`config.mk`:
```
export PLATFORM = sky130hd
export DESIGN_NAME = fset_isqrt
export DESIGN_NICKNAME = d
export VERILOG_FILES = /design/src/design/five_shot_extreme_spread_trial_unit_macros.svh /design/src/design/fset_pkg.sv /design/src/design/fset_isqrt.sv
export SDC_FILE = /design/constraint.sdc
export NUM_CORES = 1
export LEC_CHECK = 0
export BUFFER_PORTS_ARGS = -buffer_cell sky130_fd_sc_hd__buf_2
export CORE_MARGIN = 8
export CORE_UTILIZATION = 55
export DETAILED_ROUTE_END_ITERATION = 8
export PLACE_DENSITY = 0.76
export SYNTH_ARGS = -nofsm -noshare
export SYNTH_HDL_FRONTEND = slang
export SYNTH_SLANG_ARGS = --single-unit
```
`constraint.sdc`:
```
create_clock -name i_clk -period 9.1 [get_ports i_clk]
set_input_delay 1.365 -clock i_clk [delete_from_list [all_inputs] [get_ports i_clk]]
set_output_delay 1.365 -clock i_clk [all_outputs]
set_load 0.03 [all_outputs]
```
`src/design/five_shot_extreme_spread_trial_unit_macros.svh`:
```
// ----------------------------------------------------------------------------
// Assertion macros for the five-shot extreme spread trial unit
// Each checker reports through $error. The checkers are empty when SYNTHESIS is set.
// ----------------------------------------------------------------------------
`ifndef FIVE_SHOT_EXTREME_SPREAD_TRIAL_UNIT_MACROS_SVH
`define FIVE_SHOT_EXTREME_SPREAD_TRIAL_UNIT_MACROS_SVH
`ifndef SYNTHESIS
// Checked while out of reset
`define FSET_ASSERT(lbl, prop, msg) \
    lbl: assert property (@(posedge i_clk) disable iff (!i_rst_n) prop) else $error(msg);
// Checked on every edge, reset included
`define FSET_ASSERT_ALWAYS(lbl, prop, msg) \
    lbl: assert property (@(posedge i_clk) prop) else $error(msg);
`else
`define FSET_ASSERT(lbl, prop, msg)
`define FSET_ASSERT_ALWAYS(lbl, prop, msg)
`endif
`endif

```
`src/design/fset_pkg.sv`:
```
// ----------------------------------------------------------------------------
// fset_pkg
// Shared constants, tables and types for the extreme spread trial unit.
// ----------------------------------------------------------------------------
package fset_pkg;

    localparam int SHOTS         = 5;
    localparam int GENS          = 2 * SHOTS;
    localparam int GEN_W         = $clog2(GENS);
    localparam int SHOT_W        = $clog2(SHOTS);
    localparam int ROT_W         = $clog2(GENS - SHOTS);
    localparam int FRAC_BITS     = 28;
    localparam int CORDIC_ROUNDS = 28;
    localparam int CW            = 34;  // CORDIC datapath width
    localparam int XW            = 36;  // shot coordinate width

    localparam logic [1:0] ACT_LOAD_PHASE = 2'd0;
    localparam logic [1:0] ACT_LOAD_STEP  = 2'd1;
    localparam logic [1:0] ACT_TRIAL      = 2'd2;

    localparam logic [31:0]          TWO_LN2_Q30 = 32'h58B90BFC;
    localparam logic [31:0]          HALF_PI_Q30 = 32'h6487ED51;
    localparam logic signed [CW-1:0] CORDIC_GAIN = 34'sh26DD3B6A;

    // Handshake of an iterative unit back to the sequencer
    typedef struct packed {
        logic busy;
        logic done;
    } t_unit_st;

    // Arctangent of 2^-i in Q0.30
    function automatic logic [29:0] atan_q30(input logic [4:0] idx);
        logic [29:0] v;
        case (idx)
            5'd0:    v = 30'h3243F6A8;
            5'd1:    v = 30'h1DAC6705;
            5'd2:    v = 30'h0FADBAFC;
            5'd3:    v = 30'h07F56EA6;
            5'd4:    v = 30'h03FEAB76;
            5'd5:    v = 30'h01FFD55B;
            5'd6:    v = 30'h00FFFAAA;
            5'd7:    v = 30'h007FFF55;
            5'd8:    v = 30'h003FFFEA;
            5'd9:    v = 30'h001FFFFD;
            5'd10:   v = 30'h000FFFFF;
            5'd11:   v = 30'h0007FFFF;
            5'd12:   v = 30'h0003FFFF;
            5'd13:   v = 30'h0001FFFF;
            5'd14:   v = 30'h0000FFFF;
            5'd15:   v = 30'h00007FFF;
            5'd16:   v = 30'h00003FFF;
            5'd17:   v = 30'h00001FFF;
            5'd18:   v = 30'h00000FFF;
            5'd19:   v = 30'h000007FF;
            5'd20:   v = 30'h000003FF;
            5'd21:   v = 30'h000001FF;
            5'd22:   v = 30'h000000FF;
            5'd23:   v = 30'h0000007F;
            5'd24:   v = 30'h0000003F;
            5'd25:   v = 30'h0000001F;
            5'd26:   v = 30'h0000000F;
            5'd27:   v = 30'h00000008;
            default: v = 30'h0;
        endcase
        return v;
    endfunction

endpackage

```
`src/design/fset_isqrt.sv`:
```
// ----------------------------------------------------------------------------
// fset_isqrt
// Bit-serial integer square root of a 64-bit word, one result bit per cycle.
// ----------------------------------------------------------------------------
module fset_isqrt (
    input  logic             i_clk,
    input  logic             i_rst_n,
    input  logic             i_start,
    input  logic [63:0]      i_radicand,
    output fset_pkg::t_unit_st o_st,
    output logic [31:0]      o_root
);

    logic        r_busy, n_busy;
    logic        r_done, n_done;
    logic [4:0]  r_idx;
    logic [63:0] r_rem;
    logic [63:0] r_res;
    logic [63:0] bitv;
    logic [63:0] trial;

    // Form the trial subtrahend for this digit
    assign bitv  = 64'd1 << {r_idx, 1'b0};
    assign trial = r_res + bitv;

    always_comb begin
        n_busy = r_busy;
        n_done = 1'b0;
        if (i_start) begin
            n_busy = 1'b1;
        end else if (r_busy && (r_idx == 5'd0)) begin
            n_busy = 1'b0;
            n_done = 1'b1;
        end
    end

    // Control
    always_ff @(posedge i_clk) begin
        if (!i_rst_n) begin
            r_busy <= 1'b0;
            r_done <= 1'b0;
        end else begin
            r_busy <= n_busy;
            r_done <= n_done;
        end
    end

    // Advance one digit per cycle
    always_ff @(posedge i_clk) begin
        if (i_start) begin
            r_rem <= i_radicand;
            r_res <= 64'd0;
            r_idx <= 5'd31;
        end else if (r_busy) begin
            if (r_rem >= trial) begin
                r_rem <= r_rem - trial;
                r_res <= (r_res >> 1) + bitv;
            end else begin
                r_res <= r_res >> 1;
            end
            r_idx <= r_idx - 5'd1;
        end
    end

    assign o_st.busy = r_busy;
    assign o_st.done = r_done;
    assign o_root    = r_res[31:0];

endmodule

```
==> results.py <==
metrics = {
    "run_status": {
        "status": "finished, final reports clean",
    },
    "worst_setup_path": {
        "r2r_start": "r_idx[0]",
        "cp-start-kind": "flop",
        "regToRegSetupSlack_ns": 1.83,
        "max_stage_delay_ns": 0.70,
        "r2r-end": "r_res[21]",
        "crit_arrival_ns": 7.60,
        "crit_fanout": 23,
        "worst_setup_path_end_kind": "flop",
        "slowest_stage": "o21ai_4",
        "required_ns": 9.44,
        "cp_num_buf_inv": 2,
        "crit_type": "flop to flop",
        "cp_top_family": "compound AO/OA/AOI/OAI gates",
        "r2r_cells": 27,
    },
    "sta": {
        "drv_slew": 0,
        "tightest_slew_ns": 1.08,
        "clock.fmax_mhz": 138,
        "setup_viol": 0,
        "rsz0062_at_grt": "no",
        "tns_ns": 0,
        "min_period_over_period_pct": 79.8,
        "fin_ws_ns": 1.83,
        "clock_skew_ns": 0.0151,
        "hold_violations": 0,
        "period_minus_slack_ns": 7.27,
        "slew_headroom_pct": 27.7,
    },
    "logic_synthesis": {
        "synth_enable_flop_cells": 64,
        "ys_async_sr_fraction_pct": 0,
        "netlist_area_um2": 14600,
        "yosys_warnings": 0,
        "synth_ff_type": "dfxtp_1",
        "ys_types": 85,
        "syn_nets": 2120,
        "synth.avg_cell_area_um2": 7.62,
        "synth_seq_cells": 135,
        "synth_cells": 1919,
        "ys_seq_area_share_pct": 22.9,
    },
    "drt": {
        "vias": 14624,
        "drc": 0,
        "wl_per_cell_um": 19.5,
        "detail-route-antenna-nets": 0,
        "first_pass_iters": 8,
        "routed_wl_um": 44100,
        "drt-initial-drc-count": 1212,
        "drt-vias-per-instance": 6.47,
    },
    "global_route": {
        "track_usage_pct": 27.4,
        "grt_pass1_vias": 14144,
        "grt_pass1_wl_um": 71300,
        "grt_max_degree": 82,
        "grt.overflow.total": 0,
        "antenna_found_initial": 0,
    },
    "clocking": {
        "clk_pin_slew_ns": 0.07,
        "cts_resized": 0,
        "clock_latency_ns": 0.44,
        "h-tree-depth": 4,
        "numCtsBuffers": 17,
        "clockBufferDepth": 2,
        "root_buffer": "clkbuf_16",
        "cts_tree": "done",
        "cts_setup_buffers": 0,
        "hold_buffers": 0,
        "clock-sinks": 135,
    },
    "finish": {
        "fillCellCount": 2407,
        "drive_above_1_share_pct": 9.60,
        "areaGrowthSynthToFinish_pct": 6.32,
        "utilization_pct": 59.6,
        "num_antenna_cells": 0,
        "finalInstanceArea_um2": 15500,
        "nNetsFinal": 2115,
        "layout_common_cells": "250 x nand2_1, 197 x nor2_1, 169 x o21ai_0",
        "final_common_cell": "nand2_1",
    },
    "power": {
        "pwr_density_cell_nw_per_um2": 284,
        "swShare_pct": 48.3,
        "switching_power_mw": 2.13,
        "vdd_ir_drop_max_mv": 0.233,
        "intPower_mw": 2.28,
        "clkPwrFrac_pct": 15.4,
        "seqPwrFrac_pct": 24.0,
        "p_leak_nw": 6.01,
        "total_power_mw": 4.41,
        "combPwrFrac_pct": 60.6,
    },
    "floorplanning": {
        "die_w_um": 179,
        "core_um2": 26100,
        "row_count": 59,
        "start_util_pct": 56.1,
        "die-area_um2": 32100,
        "chipHeight_um": 179,
        "ioPinCount": 101,
    },
    "placed_design": {
        "dp_hpwl_um": 33600,
        "gp_congestion": 0.999,
        "post-place-ws_ns": 1.95,
        "dpl-instance-area_um2": 15000,
        "port_buffers": 100,
    },
    "min_path": {
        "hold_path.class": "flop to flop",
        "whs_endpoint": "r_res[0]",
        "hp-start": "r_res[0]",
        "whs_path_depth": 2,
    },
    "run": {
        "cap_violations": 0,
    },
}
## through the flow
step | hold slack (ns) | std cells
final | 0.529 | 2262
after global routing | 0.569 | 2262
after CTS | 0.530 | 2262
after detailed placement | 0.516 | 2230
after global placement | 0.501 | 2230
after floorplan | 0.478 | 1919
## cells in the mapped netlist (10+ instances only)
library cell  number  share of area (%)
nor4_1            10               0.43
o21ai_0          170                5.8
and2_1            16               0.68
nand4_1           37                1.6
o31ai_1           16               0.82
ha_1             133                 11
o21bai_1          35                1.8
nor3_1            25               0.86
edfxtp_1          64                 13
o211ai_1          21                1.1
xnor2_1           75                4.5
nor2_1           197                5.1
buf_4             34                1.7
and3_1            16               0.68
nand3_1           33                1.1
a311oi_1          11               0.66
a211oi_1          35                1.8
buf_2             12               0.41
clkbuf_1          84                2.2
a21boi_0          12               0.62
a21oi_1          121                4.1
or3_1             13               0.56
inv_1             33               0.85
nand2b_1          20               0.86
dfxtp_1           71                9.7
nand2_1          250                6.4
xor2_1            83                5.0
o21a_1            15               0.77
mux2i_1           10               0.68
a31oi_1           63                2.7
a21o_1            56                2.9
## cells by family (layout without fill, tap and decap cells)
kind of cell    after synthesis  in the layout  share of synthesized area [%]
compound gates              655            655                           29.5
xor+xnor                    158            158                           9.47
fa+ha+maj                   137            137                           11.7
buf+inv                     167            175                           5.31
flops                       135            135                           22.9
mux                          16             16                           1.15
simple gates                651            651                           20.0
## power by group through the flow
stage / logic [mW] / clock network [mW] / registers [mW]
after floorplan: 2.10 / 0 / 0.980
after CTS: 2.64 / 0.689 / 1.05
final: 2.67 / 0.680 / 1.06
after detailed placement: 2.62 / 0 / 1.06
after global routing: 2.95 / 0.709 / 1.08
after global placement: 2.59 / 0 / 1.06
## cell type report
| type | count | area [um2] | area share, % |
|---|---|---|---|
| multi-input cells | 1617 | 10500 | 67.7 |
| flip-flops and latches | 135 | 3350 | 21.5 |
| well taps | 335 | 419 | 2.70 |
| clock inverters | 14 | 124 | 0.797 |
| inverters | 33 | 124 | 0.797 |
| repair buffers | 110 | 578 | 3.72 |
| clock buffers | 18 | 429 | 2.76 |
## worst max path at each step
stage | startpoint | end | slack [ns] | cells past startpoint
2_1_floorplan | r_idx[4] | r_rem[0] | 0.83 | 23
4_1_cts | r_idx[0] | r_res[25] | 1.91 | 27
5_1_grt | r_idx[0] | r_res[52] | 1.16 | 27
3_3_place_gp | r_idx[0] | r_rem[1] | 2.16 | 21
3_5_place_dp | r_idx[0] | r_rem[1] | 1.95 | 21
6_report | r_idx[0] | r_res[21] | 1.83 | 27
## worst reg2reg max path, stage by stage, from the launching register on
cell and delay [ns]:
dfxtp_1 0.43, inv_1 0.12, ha_1 0.22, nand2b_1 0.16
nor2_1 0.14, ha_1 0.22, and2_1 0.16, maj3_1 0.39
a31oi_1 0.52, o311a_1 0.34, a21oi_1 0.14, nor2_1 0.35
o211ai_2 0.20, a21boi_1 0.31, o21bai_1 0.12, xnor2_1 0.15
ha_1 0.39, a21o_1 0.19, a21o_1 0.16, a21o_1 0.18
a211oi_1 0.21, o21ai_0 0.16, or3_1 0.39, o21ai_4 0.70
buf_4 0.37, nor2_1 0.08, xnor2_1 0.13, a211oi_1 0.25
## metal layers
layer,GRT usage [%],wire length [um]
met3,4.87,2730
met5,0,0
met1,33.6,18600
met4,11.6,1680
met2,46.5,21100
## sequential cells by signal (all words and copies together), names as in the netlist
register  cells
r_rem        64
r_done        1
r_res        64
r_idx         5
r_busy        1
Note: power is estimated with default switching activity, not from simulation.
