File: src/design/five_shot_extreme_spread_trial_unit_macros.svh
// ----------------------------------------------------------------------------
// Assertion macros for the five-shot extreme spread trial unit
// Each checker reports through $error. The checkers are empty when SYNTHESIS is set.
// ----------------------------------------------------------------------------
`ifndef FIVE_SHOT_EXTREME_SPREAD_TRIAL_UNIT_MACROS_SVH
`define FIVE_SHOT_EXTREME_SPREAD_TRIAL_UNIT_MACROS_SVH
`ifndef SYNTHESIS
// Checked while out of reset
`define FSET_ASSERT(lbl, prop, msg) \
    lbl: assert property (@(posedge i_clk) disable iff (!i_rst_n) prop) else $error(msg);
// Checked on every edge, reset included
`define FSET_ASSERT_ALWAYS(lbl, prop, msg) \
    lbl: assert property (@(posedge i_clk) prop) else $error(msg);
`else
`define FSET_ASSERT(lbl, prop, msg)
`define FSET_ASSERT_ALWAYS(lbl, prop, msg)
`endif
`endif

File: src/design/fset_pkg.sv
// ----------------------------------------------------------------------------
// fset_pkg
// Shared constants, tables and types for the extreme spread trial unit.
// ----------------------------------------------------------------------------
package fset_pkg;

    localparam int SHOTS         = 5;
    localparam int GENS          = 2 * SHOTS;
    localparam int GEN_W         = $clog2(GENS);
    localparam int SHOT_W        = $clog2(SHOTS);
    localparam int ROT_W         = $clog2(GENS - SHOTS);
    localparam int FRAC_BITS     = 28;
    localparam int CORDIC_ROUNDS = 28;
    localparam int CW            = 34;  // CORDIC datapath width
    localparam int XW            = 36;  // shot coordinate width

    localparam logic [1:0] ACT_LOAD_PHASE = 2'd0;
    localparam logic [1:0] ACT_LOAD_STEP  = 2'd1;
    localparam logic [1:0] ACT_TRIAL      = 2'd2;

    localparam logic [31:0]          TWO_LN2_Q30 = 32'h58B90BFC;
    localparam logic [31:0]          HALF_PI_Q30 = 32'h6487ED51;
    localparam logic signed [CW-1:0] CORDIC_GAIN = 34'sh26DD3B6A;

    // Handshake of an iterative unit back to the sequencer
    typedef struct packed {
        logic busy;
        logic done;
    } t_unit_st;

    // Arctangent of 2^-i in Q0.30
    function automatic logic [29:0] atan_q30(input logic [4:0] idx);
        logic [29:0] v;
        case (idx)
            5'd0:    v = 30'h3243F6A8;
            5'd1:    v = 30'h1DAC6705;
            5'd2:    v = 30'h0FADBAFC;
            5'd3:    v = 30'h07F56EA6;
            5'd4:    v = 30'h03FEAB76;
            5'd5:    v = 30'h01FFD55B;
            5'd6:    v = 30'h00FFFAAA;
            5'd7:    v = 30'h007FFF55;
            5'd8:    v = 30'h003FFFEA;
            5'd9:    v = 30'h001FFFFD;
            5'd10:   v = 30'h000FFFFF;
            5'd11:   v = 30'h0007FFFF;
            5'd12:   v = 30'h0003FFFF;
            5'd13:   v = 30'h0001FFFF;
            5'd14:   v = 30'h0000FFFF;
            5'd15:   v = 30'h00007FFF;
            5'd16:   v = 30'h00003FFF;
            5'd17:   v = 30'h00001FFF;
            5'd18:   v = 30'h00000FFF;
            5'd19:   v = 30'h000007FF;
            5'd20:   v = 30'h000003FF;
            5'd21:   v = 30'h000001FF;
            5'd22:   v = 30'h000000FF;
            5'd23:   v = 30'h0000007F;
            5'd24:   v = 30'h0000003F;
            5'd25:   v = 30'h0000001F;
            5'd26:   v = 30'h0000000F;
            5'd27:   v = 30'h00000008;
            default: v = 30'h0;
        endcase
        return v;
    endfunction

endpackage

File: src/design/fset_cordic.sv
// ----------------------------------------------------------------------------
// fset_cordic
// Rotation-mode CORDIC giving cos and sin of 2*pi*a/2^32 in Q4.30.
// ----------------------------------------------------------------------------
module fset_cordic (
    input  logic                           i_clk,
    input  logic                           i_rst_n,
    input  logic                           i_start,
    input  logic [31:0]                    i_angle,
    output fset_pkg::t_unit_st             o_st,
    output logic signed [fset_pkg::CW-1:0] o_cos,
    output logic signed [fset_pkg::CW-1:0] o_sin
);

    localparam logic [1:0] C_IDLE = 2'd0;
    localparam logic [1:0] C_PREP = 2'd1;
    localparam logic [1:0] C_ROT  = 2'd2;

    logic [1:0]                    r_state, n_state;
    logic                          r_done, n_done;
    logic [4:0]                    r_i;
    logic [1:0]                    r_q;
    logic [29:0]                   r_a;
    logic signed [fset_pkg::CW-1:0] r_x, r_y, r_z;

    logic [61:0]                   zp;
    logic signed [fset_pkg::CW-1:0] xs, ys, at;

    // Scale the angle and form the shifted terms
    always_comb begin
        zp = {32'd0, r_a} * {30'd0, fset_pkg::HALF_PI_Q30};
        xs = r_x >>> r_i;
        ys = r_y >>> r_i;
        at = signed'({4'd0, fset_pkg::atan_q30(r_i)});
    end

    always_comb begin
        n_state = r_state;
        n_done  = 1'b0;
        unique case (r_state)
            C_IDLE: if (i_start) n_state = C_PREP;
            C_PREP: n_state = C_ROT;
            C_ROT: begin
                if (r_i == 5'(fset_pkg::CORDIC_ROUNDS - 1)) begin
                    n_state = C_IDLE;
                    n_done  = 1'b1;
                end
            end
            default: n_state = C_IDLE;
        endcase
    end

    // Control
    always_ff @(posedge i_clk) begin
        if (!i_rst_n) begin
            r_state <= C_IDLE;
            r_done  <= 1'b0;
        end else begin
            r_state <= n_state;
            r_done  <= n_done;
        end
    end

    // Rotate one round per cycle
    always_ff @(posedge i_clk) begin
        case (r_state)
            C_IDLE: begin
                if (i_start) begin
                    r_a <= i_angle[29:0];
                    r_q <= i_angle[31:30];
                end
            end
            C_PREP: begin
                r_z <= signed'({2'b00, zp[61:30]});
                r_x <= fset_pkg::CORDIC_GAIN;
                r_y <= '0;
                r_i <= 5'd0;
            end
            C_ROT: begin
                if (!r_z[fset_pkg::CW-1]) begin
                    r_x <= r_x - ys;
                    r_y <= r_y + xs;
                    r_z <= r_z - at;
                end else begin
                    r_x <= r_x + ys;
                    r_y <= r_y - xs;
                    r_z <= r_z + at;
                end
                r_i <= r_i + 5'd1;
            end
            default: ;
        endcase
    end

    // Map the result back to its quadrant
    always_comb begin
        case (r_q)
            2'd0: begin o_cos = r_x;  o_sin = r_y;  end
            2'd1: begin o_cos = -r_y; o_sin = r_x;  end
            2'd2: begin o_cos = -r_x; o_sin = -r_y; end
            default: begin o_cos = r_y; o_sin = -r_x; end
        endcase
    end

    assign o_st.busy = (r_state != C_IDLE);
    assign o_st.done = r_done;

endmodule
File: config.mk
export PLATFORM = sky130hd
export DESIGN_NAME = fset_cordic
export DESIGN_NICKNAME = d
export VERILOG_FILES = /design/src/design/five_shot_extreme_spread_trial_unit_macros.svh /design/src/design/fset_pkg.sv /design/src/design/fset_cordic.sv
export SDC_FILE = /design/constraint.sdc
export NUM_CORES = 2
export LEC_CHECK = 0
export BUFFER_PORTS_ARGS = -buffer_cell sky130_fd_sc_hd__buf_2
export CORE_UTILIZATION = 30
export CTS_CLUSTER_DIAMETER = 120
export CTS_CLUSTER_SIZE = 10
export DETAILED_ROUTE_END_ITERATION = 12
export GPL_ROUTABILITY_DRIVEN = 1
export MAX_ROUTING_LAYER = met4
export SKIP_CTS_REPAIR_TIMING = 1
export SKIP_LAST_GASP = 1
export SLEW_MARGIN = 40
export SYNTH_ARGS = -nofsm -noshare
export SYNTH_HDL_FRONTEND = slang
export SYNTH_SLANG_ARGS = --single-unit
export TNS_END_PERCENT = 5
File: constraint.sdc
create_clock -name i_clk -period 9.1 [get_ports i_clk]
set_input_delay 0 -clock i_clk [delete_from_list [all_inputs] [get_ports i_clk]]
set_output_delay 0 -clock i_clk [all_outputs]
set_load 0.02 [all_outputs]
==> results.yml <==
synthesis:
  yosys-top-cells-area: "fa_1 19%, ha_1 17%, edfxtp_1 12%"
  ys_types: 88
  synth_cells: 3859
  synthesis.area_sq_mm: 0.03482
  synth_seq_area_share_pct: 13.88
  synth-async-reset-ratio_pct: 0
  yosysWarnings: 0
  synth-seq-cells: 172
  synth_top_area_share_pct: 19.26
  avgSynthCellArea_sq_um: 9.024
  synthFlopType: "edfxtp_1"
  yosys.area.top_type: "fa_1"
  synth_fp_nets: 4701
  synth_edf_count: 139
sta:
  hold_viol: 0
  setup_slack_ns: 0.7645
  rsz0062_at_grt: "false"
  min_period_over_period_pct: 91.60
  max_freq_mhz: 120.0
  setup_violations: 0
  post-route-min-period_ns: 8.336
  slew_viol_final: 0
  setup_tns_ns: 0
  tightest_slew_ns: 0.8858
  maxSlewHeadroom_pct: 40.50
  finClkSkew_ns: 0.01397
cells_and_area:
  finalNetCount: 4728
  drive_gt1_share_pct: 8.464
  syn_to_final_growth_pct: 8.544
  insertedDiodeCount: 0
  multi_input_area_sq_mm: 0.02712
  fillCellCount: 11780
  seqCellArea_sq_mm: 0.004835
global_route:
  first_global_vias: 27930
  overflow: 0
  grt.total_usage_pct: 18.44
  grt_max_degree: 134
  grt_antenna_before_repair: 1
  grt_pass1_wl_mm: 163.4
setup_path:
  crit-reg2reg-launch: "r_a[16]"
  crit_top_cell: "fa_1"
  path_cells: "inv_1 > fa_1 > fa_1 > fa_1 > inv_1 > fa_1 > inv_1 > fa_1 > inv_1 > fa_1 > fa_1 > fa_1 > ha_1 > a21oi_1 > o21ai_0 > a211oi_1 > o211ai_1 > o22ai_1 > a211oi_1 > buf_4 > a41oi_1 > o21ai_0 > mux2i_1 > a211oi_1"
  crit_type: "reg2reg"
  endpoint: "r_z[30]"
  ff2ff_setup_slack_ns: 0.76
  path_depth: 24
  max_stage_delay_ns: 0.69
  cp.arrival_ns: 8.66
  critPathBufInv: 5
  cpMaxStageDelayCell: "fa_1"
  startpoint_type: "flop"
  crit_required_ns: 9.42
  cp_top_family: "adder cells"
  worstSetupStartpoint: "r_a[16]"
  cp-end-kind: "flop"
  r2r_cells: 24
  reg2reg_to: "r_z[30]"
  cp_max_fo: 8
clocking:
  worstSkewPairLatency_ns: 0.50
  path_clk_slew_ns: 0.07
  cts_tree: "yes"
  cts_buffer_depth: 2
  cts-root-buf: "clkbuf_16"
  cts_buffers: 17
  clock_sinks: 172
  cts-htree-levels: 4
place:
  gp_congestion: 1.002
  numPortBuffers: 104
  place_ws_ns: 0.7622
  place_hpwl_mm: 85.08
die:
  start_util_pct: 30.37
  dieHeight_microns: 342.7
  pin_count: 105
  rows: 124
  die_w_microns: 342.7
  core_sq_mm: 0.1147
  dieArea_sq_mm: 0.1175
route:
  ant_nets: 0
  vias: 28140
  drt_iter0_drc: 2151
  viasPerCell: 5.200
  routedWlPerCell_microns: 19.44
  first_pass_iters: 11
  remaining_drc_errors: 16
  routed_wl_mm: 105.2
hold_path:
  min_path_type: "in2reg"
  min-delay-start: "i_start"
run_status:
  violations: "DRC"
  status: "complete, but fails checks"
run:
  cap_viol_max_count: 0
[kinds of logic (layout without fill, tap and decap cells)]
group	count (synthesis)	in the layout	share of synthesized area, %
AO/OA/AOI/OAI	829	829	15.10
buffers and inverters	733	773	8.296
adder cells (fa/ha/maj)	807	807	36.22
XOR/XNOR	294	294	7.394
flip-flops	172	172	13.88
AND/OR/NAND/NOR	869	869	11.63
multiplexers	155	155	7.484
[layout make-up]
type	instances	area share [%]
sequential	172	12.79
timing repair buffer	190	3.413
clock inverter	14	0.3807
inverter	551	5.472
multi-input combinational	2954	71.75
tap	1512	5.005
clock buffer	18	1.192
[worst register-to-register path: cells and delay by family (launching register included)]
kind            cells  cell delay, ns
buf+inv             5            0.52
compound gates      9            2.37
flops               1            0.52
mux                 1            0.17
fa+ha+maj           9            4.59
[flip-flops by register name (all words and copies together), names as in the netlist]
signal   cells
r_q          2
r_x         34
r_state      2
r_i          5
r_a         30
at          30
r_done       1
r_y         34
r_z         34
[cell usage in the layout (no fill, tap or decap), drive strengths merged, types with 37 or more instances in the layout]
cell type	Yosys	final
nor2	283	283
xor2	120	120
nor3	68	68
o21ai	176	176
inv	550	558
fa	335	335
nand3	37	37
mux4	81	81
mux2i	53	53
a21oi	264	264
xnor2	174	174
nand2	265	265
a21o	62	62
ha	472	472
buf	66	157
edfxtp	139	139
[synth_stat cells, types with 31 or more instances]
master      n
clkbuf_1  116
o21a_1     31
dfxtp_1    33
nor3_1     68
mux4_2     77
o21ai_0   172
a21o_1     62
edfxtp_1  139
a31oi_1    35
ha_1      472
inv_1     550
a21oi_1   264
nand3_1    37
mux2i_1    53
fa_1      335
nor2_1    283
xnor2_1   174
xor2_1    120
nor2b_1    35
nand2_1   265
nand2b_1   33
[through the flow]
step | util, % | cell area [sq um] | hold slack (ns) | instances
after CTS | 32.67 | 37460 | -0.3587 | 5378
after floorplan | - | 34820 | 0.09887 | 3859
final | 32.97 | 37800 | 0.1010 | 5411
after global routing | 32.97 | 37800 | 0.1004 | 5411
after global placement | 32.14 | 36850 | 0.1767 | 5345
after detailed placement | 32.16 | 36870 | 0.1781 | 5346
[per-layer routing]
| metal | share of wire (%) | global-route usage (%) | routed length, microns | vias up |
|---|---|---|---|---|
| met2 | 46 | 29.99 | 48910 | 936 |
| li1 | - | - | - | 13380 |
| met3 | 6.1 | 2.371 | 6373 | 183 |
| met5 | 0 | - | 0 | - |
| met1 | 44 | 23.38 | 45900 | 13640 |
| met4 | 3.8 | 6.631 | 3994 | 0 |
[worst min-delay path by stage]
stage / end / depth (start not counted)
3_5_place_dp: r_a[10] / 1
5_1_grt: r_state[1] / 4
2_1_floorplan: r_a[0] / 0
6_report: r_state[1] / 4
3_3_place_gp: r_a[18] / 1
4_1_cts: r_a[21] / 1
Power is left out: the tool's default activity adds up to more than one toggle a clock period on the data nets, which glitch-free logic cannot reach.
