### config.mk
export PLATFORM = sky130hd
export DESIGN_NAME = fset_log
export DESIGN_NICKNAME = d
export VERILOG_FILES = /design/src/design/five_shot_extreme_spread_trial_unit_macros.svh /design/src/design/fset_pkg.sv /design/src/design/fset_log.sv
export SDC_FILE = /design/constraint.sdc
export NUM_CORES = 2
export LEC_CHECK = 0
export BUFFER_PORTS_ARGS = -buffer_cell sky130_fd_sc_hd__buf_2
export CORE_UTILIZATION = 30
export CTS_CLUSTER_DIAMETER = 100
export CTS_CLUSTER_SIZE = 8
export DETAILED_ROUTE_END_ITERATION = 10
export GPL_TIMING_DRIVEN = 0
export HOLD_SLACK_MARGIN = 0.15
export PLACE_DENSITY_LB_ADDON = 0.1
export SYNTH_ARGS = -nofsm -noshare
export SYNTH_HDL_FRONTEND = slang
export SYNTH_SLANG_ARGS = --single-unit
### constraint.sdc
create_clock -name i_clk -period 36.6 [get_ports i_clk]
set_input_delay 7.32 -clock i_clk [delete_from_list [all_inputs] [get_ports i_clk]]
set_output_delay 7.32 -clock i_clk [all_outputs]
set_load 0.03 [all_outputs]
### src/design/five_shot_extreme_spread_trial_unit_macros.svh
// ----------------------------------------------------------------------------
// Assertion macros for the five-shot extreme spread trial unit
// Each checker reports through $error. The checkers are empty when SYNTHESIS is set.
// ----------------------------------------------------------------------------
`ifndef FIVE_SHOT_EXTREME_SPREAD_TRIAL_UNIT_MACROS_SVH
`define FIVE_SHOT_EXTREME_SPREAD_TRIAL_UNIT_MACROS_SVH
`ifndef SYNTHESIS
// Checked while out of reset
`define FSET_ASSERT(lbl, prop, msg) \
    lbl: assert property (@(posedge i_clk) disable iff (!i_rst_n) prop) else $error(msg);
// Checked on every edge, reset included
`define FSET_ASSERT_ALWAYS(lbl, prop, msg) \
    lbl: assert property (@(posedge i_clk) prop) else $error(msg);
`else
`define FSET_ASSERT(lbl, prop, msg)
`define FSET_ASSERT_ALWAYS(lbl, prop, msg)
`endif
`endif

### src/design/fset_pkg.sv
// ----------------------------------------------------------------------------
// fset_pkg
// Shared constants, tables and types for the extreme spread trial unit.
// ----------------------------------------------------------------------------
package fset_pkg;

    localparam int SHOTS         = 5;
    localparam int GENS          = 2 * SHOTS;
    localparam int GEN_W         = $clog2(GENS);
    localparam int SHOT_W        = $clog2(SHOTS);
    localparam int ROT_W         = $clog2(GENS - SHOTS);
    localparam int FRAC_BITS     = 28;
    localparam int CORDIC_ROUNDS = 28;
    localparam int CW            = 34;  // CORDIC datapath width
    localparam int XW            = 36;  // shot coordinate width

    localparam logic [1:0] ACT_LOAD_PHASE = 2'd0;
    localparam logic [1:0] ACT_LOAD_STEP  = 2'd1;
    localparam logic [1:0] ACT_TRIAL      = 2'd2;

    localparam logic [31:0]          TWO_LN2_Q30 = 32'h58B90BFC;
    localparam logic [31:0]          HALF_PI_Q30 = 32'h6487ED51;
    localparam logic signed [CW-1:0] CORDIC_GAIN = 34'sh26DD3B6A;

    // Handshake of an iterative unit back to the sequencer
    typedef struct packed {
        logic busy;
        logic done;
    } t_unit_st;

    // Arctangent of 2^-i in Q0.30
    function automatic logic [29:0] atan_q30(input logic [4:0] idx);
        logic [29:0] v;
        case (idx)
            5'd0:    v = 30'h3243F6A8;
            5'd1:    v = 30'h1DAC6705;
            5'd2:    v = 30'h0FADBAFC;
            5'd3:    v = 30'h07F56EA6;
            5'd4:    v = 30'h03FEAB76;
            5'd5:    v = 30'h01FFD55B;
            5'd6:    v = 30'h00FFFAAA;
            5'd7:    v = 30'h007FFF55;
            5'd8:    v = 30'h003FFFEA;
            5'd9:    v = 30'h001FFFFD;
            5'd10:   v = 30'h000FFFFF;
            5'd11:   v = 30'h0007FFFF;
            5'd12:   v = 30'h0003FFFF;
            5'd13:   v = 30'h0001FFFF;
            5'd14:   v = 30'h0000FFFF;
            5'd15:   v = 30'h00007FFF;
            5'd16:   v = 30'h00003FFF;
            5'd17:   v = 30'h00001FFF;
            5'd18:   v = 30'h00000FFF;
            5'd19:   v = 30'h000007FF;
            5'd20:   v = 30'h000003FF;
            5'd21:   v = 30'h000001FF;
            5'd22:   v = 30'h000000FF;
            5'd23:   v = 30'h0000007F;
            5'd24:   v = 30'h0000003F;
            5'd25:   v = 30'h0000001F;
            5'd26:   v = 30'h0000000F;
            5'd27:   v = 30'h00000008;
            default: v = 30'h0;
        endcase
        return v;
    endfunction

endpackage

### src/design/fset_log.sv
// ----------------------------------------------------------------------------
// fset_log
// Computes s = -2 ln(p / 2^64) in Q7.28 by normalizing and repeated squaring.
// ----------------------------------------------------------------------------
module fset_log (
    input  logic             i_clk,
    input  logic             i_rst_n,
    input  logic             i_start,
    input  logic [63:0]      i_phase,
    output fset_pkg::t_unit_st o_st,
    output logic [34:0]      o_s
);

    localparam logic [1:0] L_IDLE = 2'd0;
    localparam logic [1:0] L_NORM = 2'd1;
    localparam logic [1:0] L_SQR  = 2'd2;
    localparam logic [1:0] L_FIN  = 2'd3;

    localparam logic [31:0] TWO_LN2 = fset_pkg::TWO_LN2_Q30;

    logic [1:0]  r_state, n_state;
    logic        r_done, n_done;
    logic [4:0]  r_k;
    logic [63:0] r_p;
    logic [5:0]  r_e;
    logic [31:0] r_m;
    logic [27:0] r_frac;
    logic [34:0] r_s;

    logic [63:0] sq;
    logic [32:0] sq_sh;
    logic [34:0] len;
    logic [63:0] lo_prod;
    logic [34:0] hi_prod;
    logic [36:0] s_sum;

    // Square the mantissa and scale the length by 2 ln 2
    always_comb begin
        sq      = {32'd0, r_m} * {32'd0, r_m};
        sq_sh   = sq[63:31];
        len     = 35'h400000000 - {1'b0, r_e, r_frac};
        lo_prod = {32'd0, len[31:0]} * {32'd0, TWO_LN2};
        hi_prod = {32'd0, len[34:32]} * {3'd0, TWO_LN2};
        s_sum   = {hi_prod, 2'b00} + {3'd0, lo_prod[63:30]};
    end

    always_comb begin
        n_state = r_state;
        n_done  = 1'b0;
        unique case (r_state)
            L_IDLE: begin
                if (i_start) n_state = L_NORM;
            end
            L_NORM: begin
                if (r_p[63]) n_state = L_SQR;
            end
            L_SQR: begin
                if (r_k == 5'(fset_pkg::FRAC_BITS - 1)) n_state = L_FIN;
            end
            L_FIN: begin
                n_state = L_IDLE;
                n_done  = 1'b1;
            end
            default: n_state = L_IDLE;
        endcase
    end

    // Control
    always_ff @(posedge i_clk) begin
        if (!i_rst_n) begin
            r_state <= L_IDLE;
            r_done  <= 1'b0;
        end else begin
            r_state <= n_state;
            r_done  <= n_done;
        end
    end

    // Datapath: normalize, square, then scale
    always_ff @(posedge i_clk) begin
        case (r_state)
            L_IDLE: begin
                if (i_start) begin
                    r_p <= i_phase;
                    r_e <= 6'd63;
                end
            end
            L_NORM: begin
                if (r_p[63]) begin
                    r_m    <= r_p[63:32];
                    r_k    <= 5'd0;
                    r_frac <= '0;
                end else if (r_p[63:56] == 8'd0) begin
                    r_p <= r_p << 8;
                    r_e <= r_e - 6'd8;
                end else begin
                    r_p <= r_p << 1;
                    r_e <= r_e - 6'd1;
                end
            end
            L_SQR: begin
                r_frac <= {r_frac[26:0], sq_sh[32]};
                r_m    <= sq_sh[32] ? sq_sh[32:1] : sq_sh[31:0];
                r_k    <= r_k + 5'd1;
            end
            L_FIN: begin
                r_s <= s_sum[34:0];
            end
            default: ;
        endcase
    end

    assign o_st.busy = (r_state != L_IDLE);
    assign o_st.done = r_done;
    assign o_s       = r_s;

endmodule

==> flow_metrics.env <==
export IMPL_cts_sinks=173
export IMPL_htreeDepth=4
export IMPL_final_setup_skew_ps=22.6
export IMPL_synth_edf_count=170
export IMPL_async_flop_share_pct=0
export IMPL_vias=37100
export IMPL_core_area_um2=178000
export IMPL_routed_wl_um=176000
export IMPL_die_area_um2=181000
export IMPL_gp_routability_congestion=0.897
export IMPL_syn_num_nets=7424
export IMPL_fin_nets=7559
export IMPL_relSlewSlack_pct=8.49
export IMPL_fillers=18700
export IMPL_crit_arrival_ps=14940
export IMPL_crit_top_cell="fa_1"
export IMPL_drtPass1Iterations=5
export IMPL_worstSetupStartpointType="flop"
export IMPL_route_detailed_drc=0
export IMPL_synth_top_area_share_pct=42.6
export IMPL_post_cts_buffers=0
export IMPL_min_period_ps=14700
export IMPL_grt_util_all_layers_pct=20.0
export IMPL_final_setup_viol_count=0
export IMPL_yosys_register_bits=173
export IMPL_maxCapViolations=0
export IMPL_slowest_delay_ps=870
export IMPL_layout_commonest_cell="inv_1"
export IMPL_yosys_area_top_type="fa_1"
export IMPL_clkTransAtPathRegs_ps=80
export IMPL_syn2layout_area_growth_pct=8.25
export IMPL_die_w_um=425
export IMPL_tightestPinTransition_ps=1370
export IMPL_ys_seq_area_share_pct=9.61
export IMPL_viasPerCell=4.61
export IMPL_drtIter0Drc=1874
export IMPL_fin_crit_sh_pct=40.2
export IMPL_syn_instance_count=5541
export IMPL_overflow=0
export IMPL_tns_ps=0
export IMPL_required_ps=36840
export IMPL_cts_buffers=17
export IMPL_synth_distinct_cells=80
export IMPL_yosys_top_cells_area="fa_1, ha_1, inv_1"
export IMPL_cts_resized=0
export IMPL_ios=104
export IMPL_synthesis_area_um2=53800
export IMPL_layout_drive_gt1_share_pct=3.57
export IMPL_grt_pass1_vias=41000
export IMPL_dp_hpwl_um=152000
export IMPL_rsz0062_at_grt="false"
export IMPL_outcome="finished, final reports clean"
export IMPL_start_util_pct=30.2
export IMPL_port_buffers=103
export IMPL_cts_tree="built"
export IMPL_crit_slowest_cell="xnor2_1"
export IMPL_clock_latency_ps=520
export IMPL_fin_hold_ws_ps=556
export IMPL_grt_first_pass_wirelength_um=267000
export IMPL_synth_main_ff_cell="edfxtp_1"
export IMPL_cts_root_buf="clkbuf_16"
export IMPL_ctsHoldBuffers=0
export IMPL_wire_per_inst_um=21.8
export IMPL_fmax_mhz=68.0
export IMPL_grt_max_degree=57
export IMPL_final_cell_mix="inv_1, fa_1, ha_1, nand2_1, and2_1"
export IMPL_num_rows=155
export IMPL_worstSetupPathType="flop to flop"
export IMPL_syn_avg_cell_area_um2=9.70
export IMPL_finalHoldViolCount=0
export IMPL_hp_class="flop to flop"
export IMPL_antenna_found_initial=12
export IMPL_drv_slew=0
export IMPL_critPathMaxFanout=13
export IMPL_antenna_left=0
export IMPL_cts_buffer_depth=2
export IMPL_die_h_um=425
export IMPL_ys_warnings_count=0
export IMPL_end_kind="flop"
## worst paths after layout
| path | startpoint | to | slack (ps) | depth (start not counted) |
|---|---|---|---|---|
| setup / recovery | r_frac[0] | o_s[33] | 21900 | 44 |
| hold / removal | r_state[0] | r_state[0] | 560 | 2 |
| setup reg to reg | r_frac[0] | o_s[33] | 21900 | 44 |
| hold reg to reg | r_state[0] | r_state[0] | 560 | 2 |
## critical path, delay by kind of cell (launching register included)
| kind | cells | cell delay [ps] |
|---|---|---|
| buffers and inverters | 6 | 1160 |
| adder cells (fa/ha/maj) | 11 | 5270 |
| AO/OA/AOI/OAI | 10 | 2980 |
| flip-flops | 1 | 690 |
| AND/OR/NAND/NOR | 14 | 3090 |
| XOR/XNOR | 3 | 1200 |
## registers in the layout (all words and copies together) (netlist names)
register,count
r_state,2
r_k,5
r_p,64
r_e,6
o_s,35
r_done,1
r_frac,28
r_m,32
## per-layer routing
metal / up-vias / track usage, % / part of all wire [%]
li1: 17100 / - / -
met1: 19300 / 27.4 / 46
met2: 588 / 34.7 / 50
met3: 94 / 1.37 / 2.6
met4: 0 / 3.57 / 1.5
met5: - / 0 / 0
## cells by family (layout without fill, tap and decap cells)
| family | Yosys count | count (layout) | synth area share (%) |
|---|---|---|---|
| mux | 47 | 47 | 0.882 |
| other cells | 0 | 6 | 0 |
| fa+ha+maj | 1816 | 1816 | 58.3 |
| simple gates | 941 | 941 | 8.43 |
| flops | 173 | 173 | 9.61 |
| xor+xnor | 210 | 210 | 3.44 |
| compound gates | 574 | 574 | 6.92 |
| buf+inv | 1780 | 1928 | 12.5 |
## final cells by class
cell class	count	area [um^2]	share of cell area, %
multi-input cells	3588	42000	72.2
clock inverters	12	155	0.267
inverters	1634	6130	10.5
repair buffers	116	749	1.29
plain buffers	146	571	0.980
well taps	2355	2950	5.06
diodes	6	15.0	0.0258
flip-flops and latches	173	5160	8.88
clock buffers	20	447	0.768
## metrics by stage
| step | worst slack, ps | utilization (%) | cell area [um^2] | instances |
|---|---|---|---|---|
| floorplan | 25020 | - | 53800 | 5541 |
| global placement | 21450 | 32.1 | 57200 | 7999 |
| detailed placement | 21910 | 32.3 | 57600 | 8012 |
| CTS | 21800 | 32.6 | 58200 | 8044 |
| global route | 20980 | 32.6 | 58200 | 8044 |
| finish | 21900 | 32.7 | 58200 | 8050 |
## synth_stat cells, drive strengths merged, types with 8 or more instances
| cell type | number |
|---|---|
| clkbuf | 134 |
| nor2b | 19 |
| nand2 | 356 |
| o21bai | 28 |
| nand4 | 17 |
| nor3 | 20 |
| o21ai | 100 |
| ha | 671 |
| or3 | 12 |
| and3 | 15 |
| or2 | 14 |
| o22ai | 61 |
| nand2b | 13 |
| edfxtp | 170 |
| o221ai | 12 |
| nor2 | 177 |
| a21oi | 181 |
| nand3 | 44 |
| o21a | 10 |
| and2 | 229 |
| o211ai | 13 |
| buf | 12 |
| o31ai | 10 |
| inv | 1629 |
| a21o | 75 |
| fa | 1145 |
| mux2i | 44 |
| nor4 | 8 |
| xnor2 | 141 |
| xor2 | 69 |
Power is left out: the tool's default activity adds up to more than one toggle a clock period on the data nets, which glitch-free logic cannot reach.
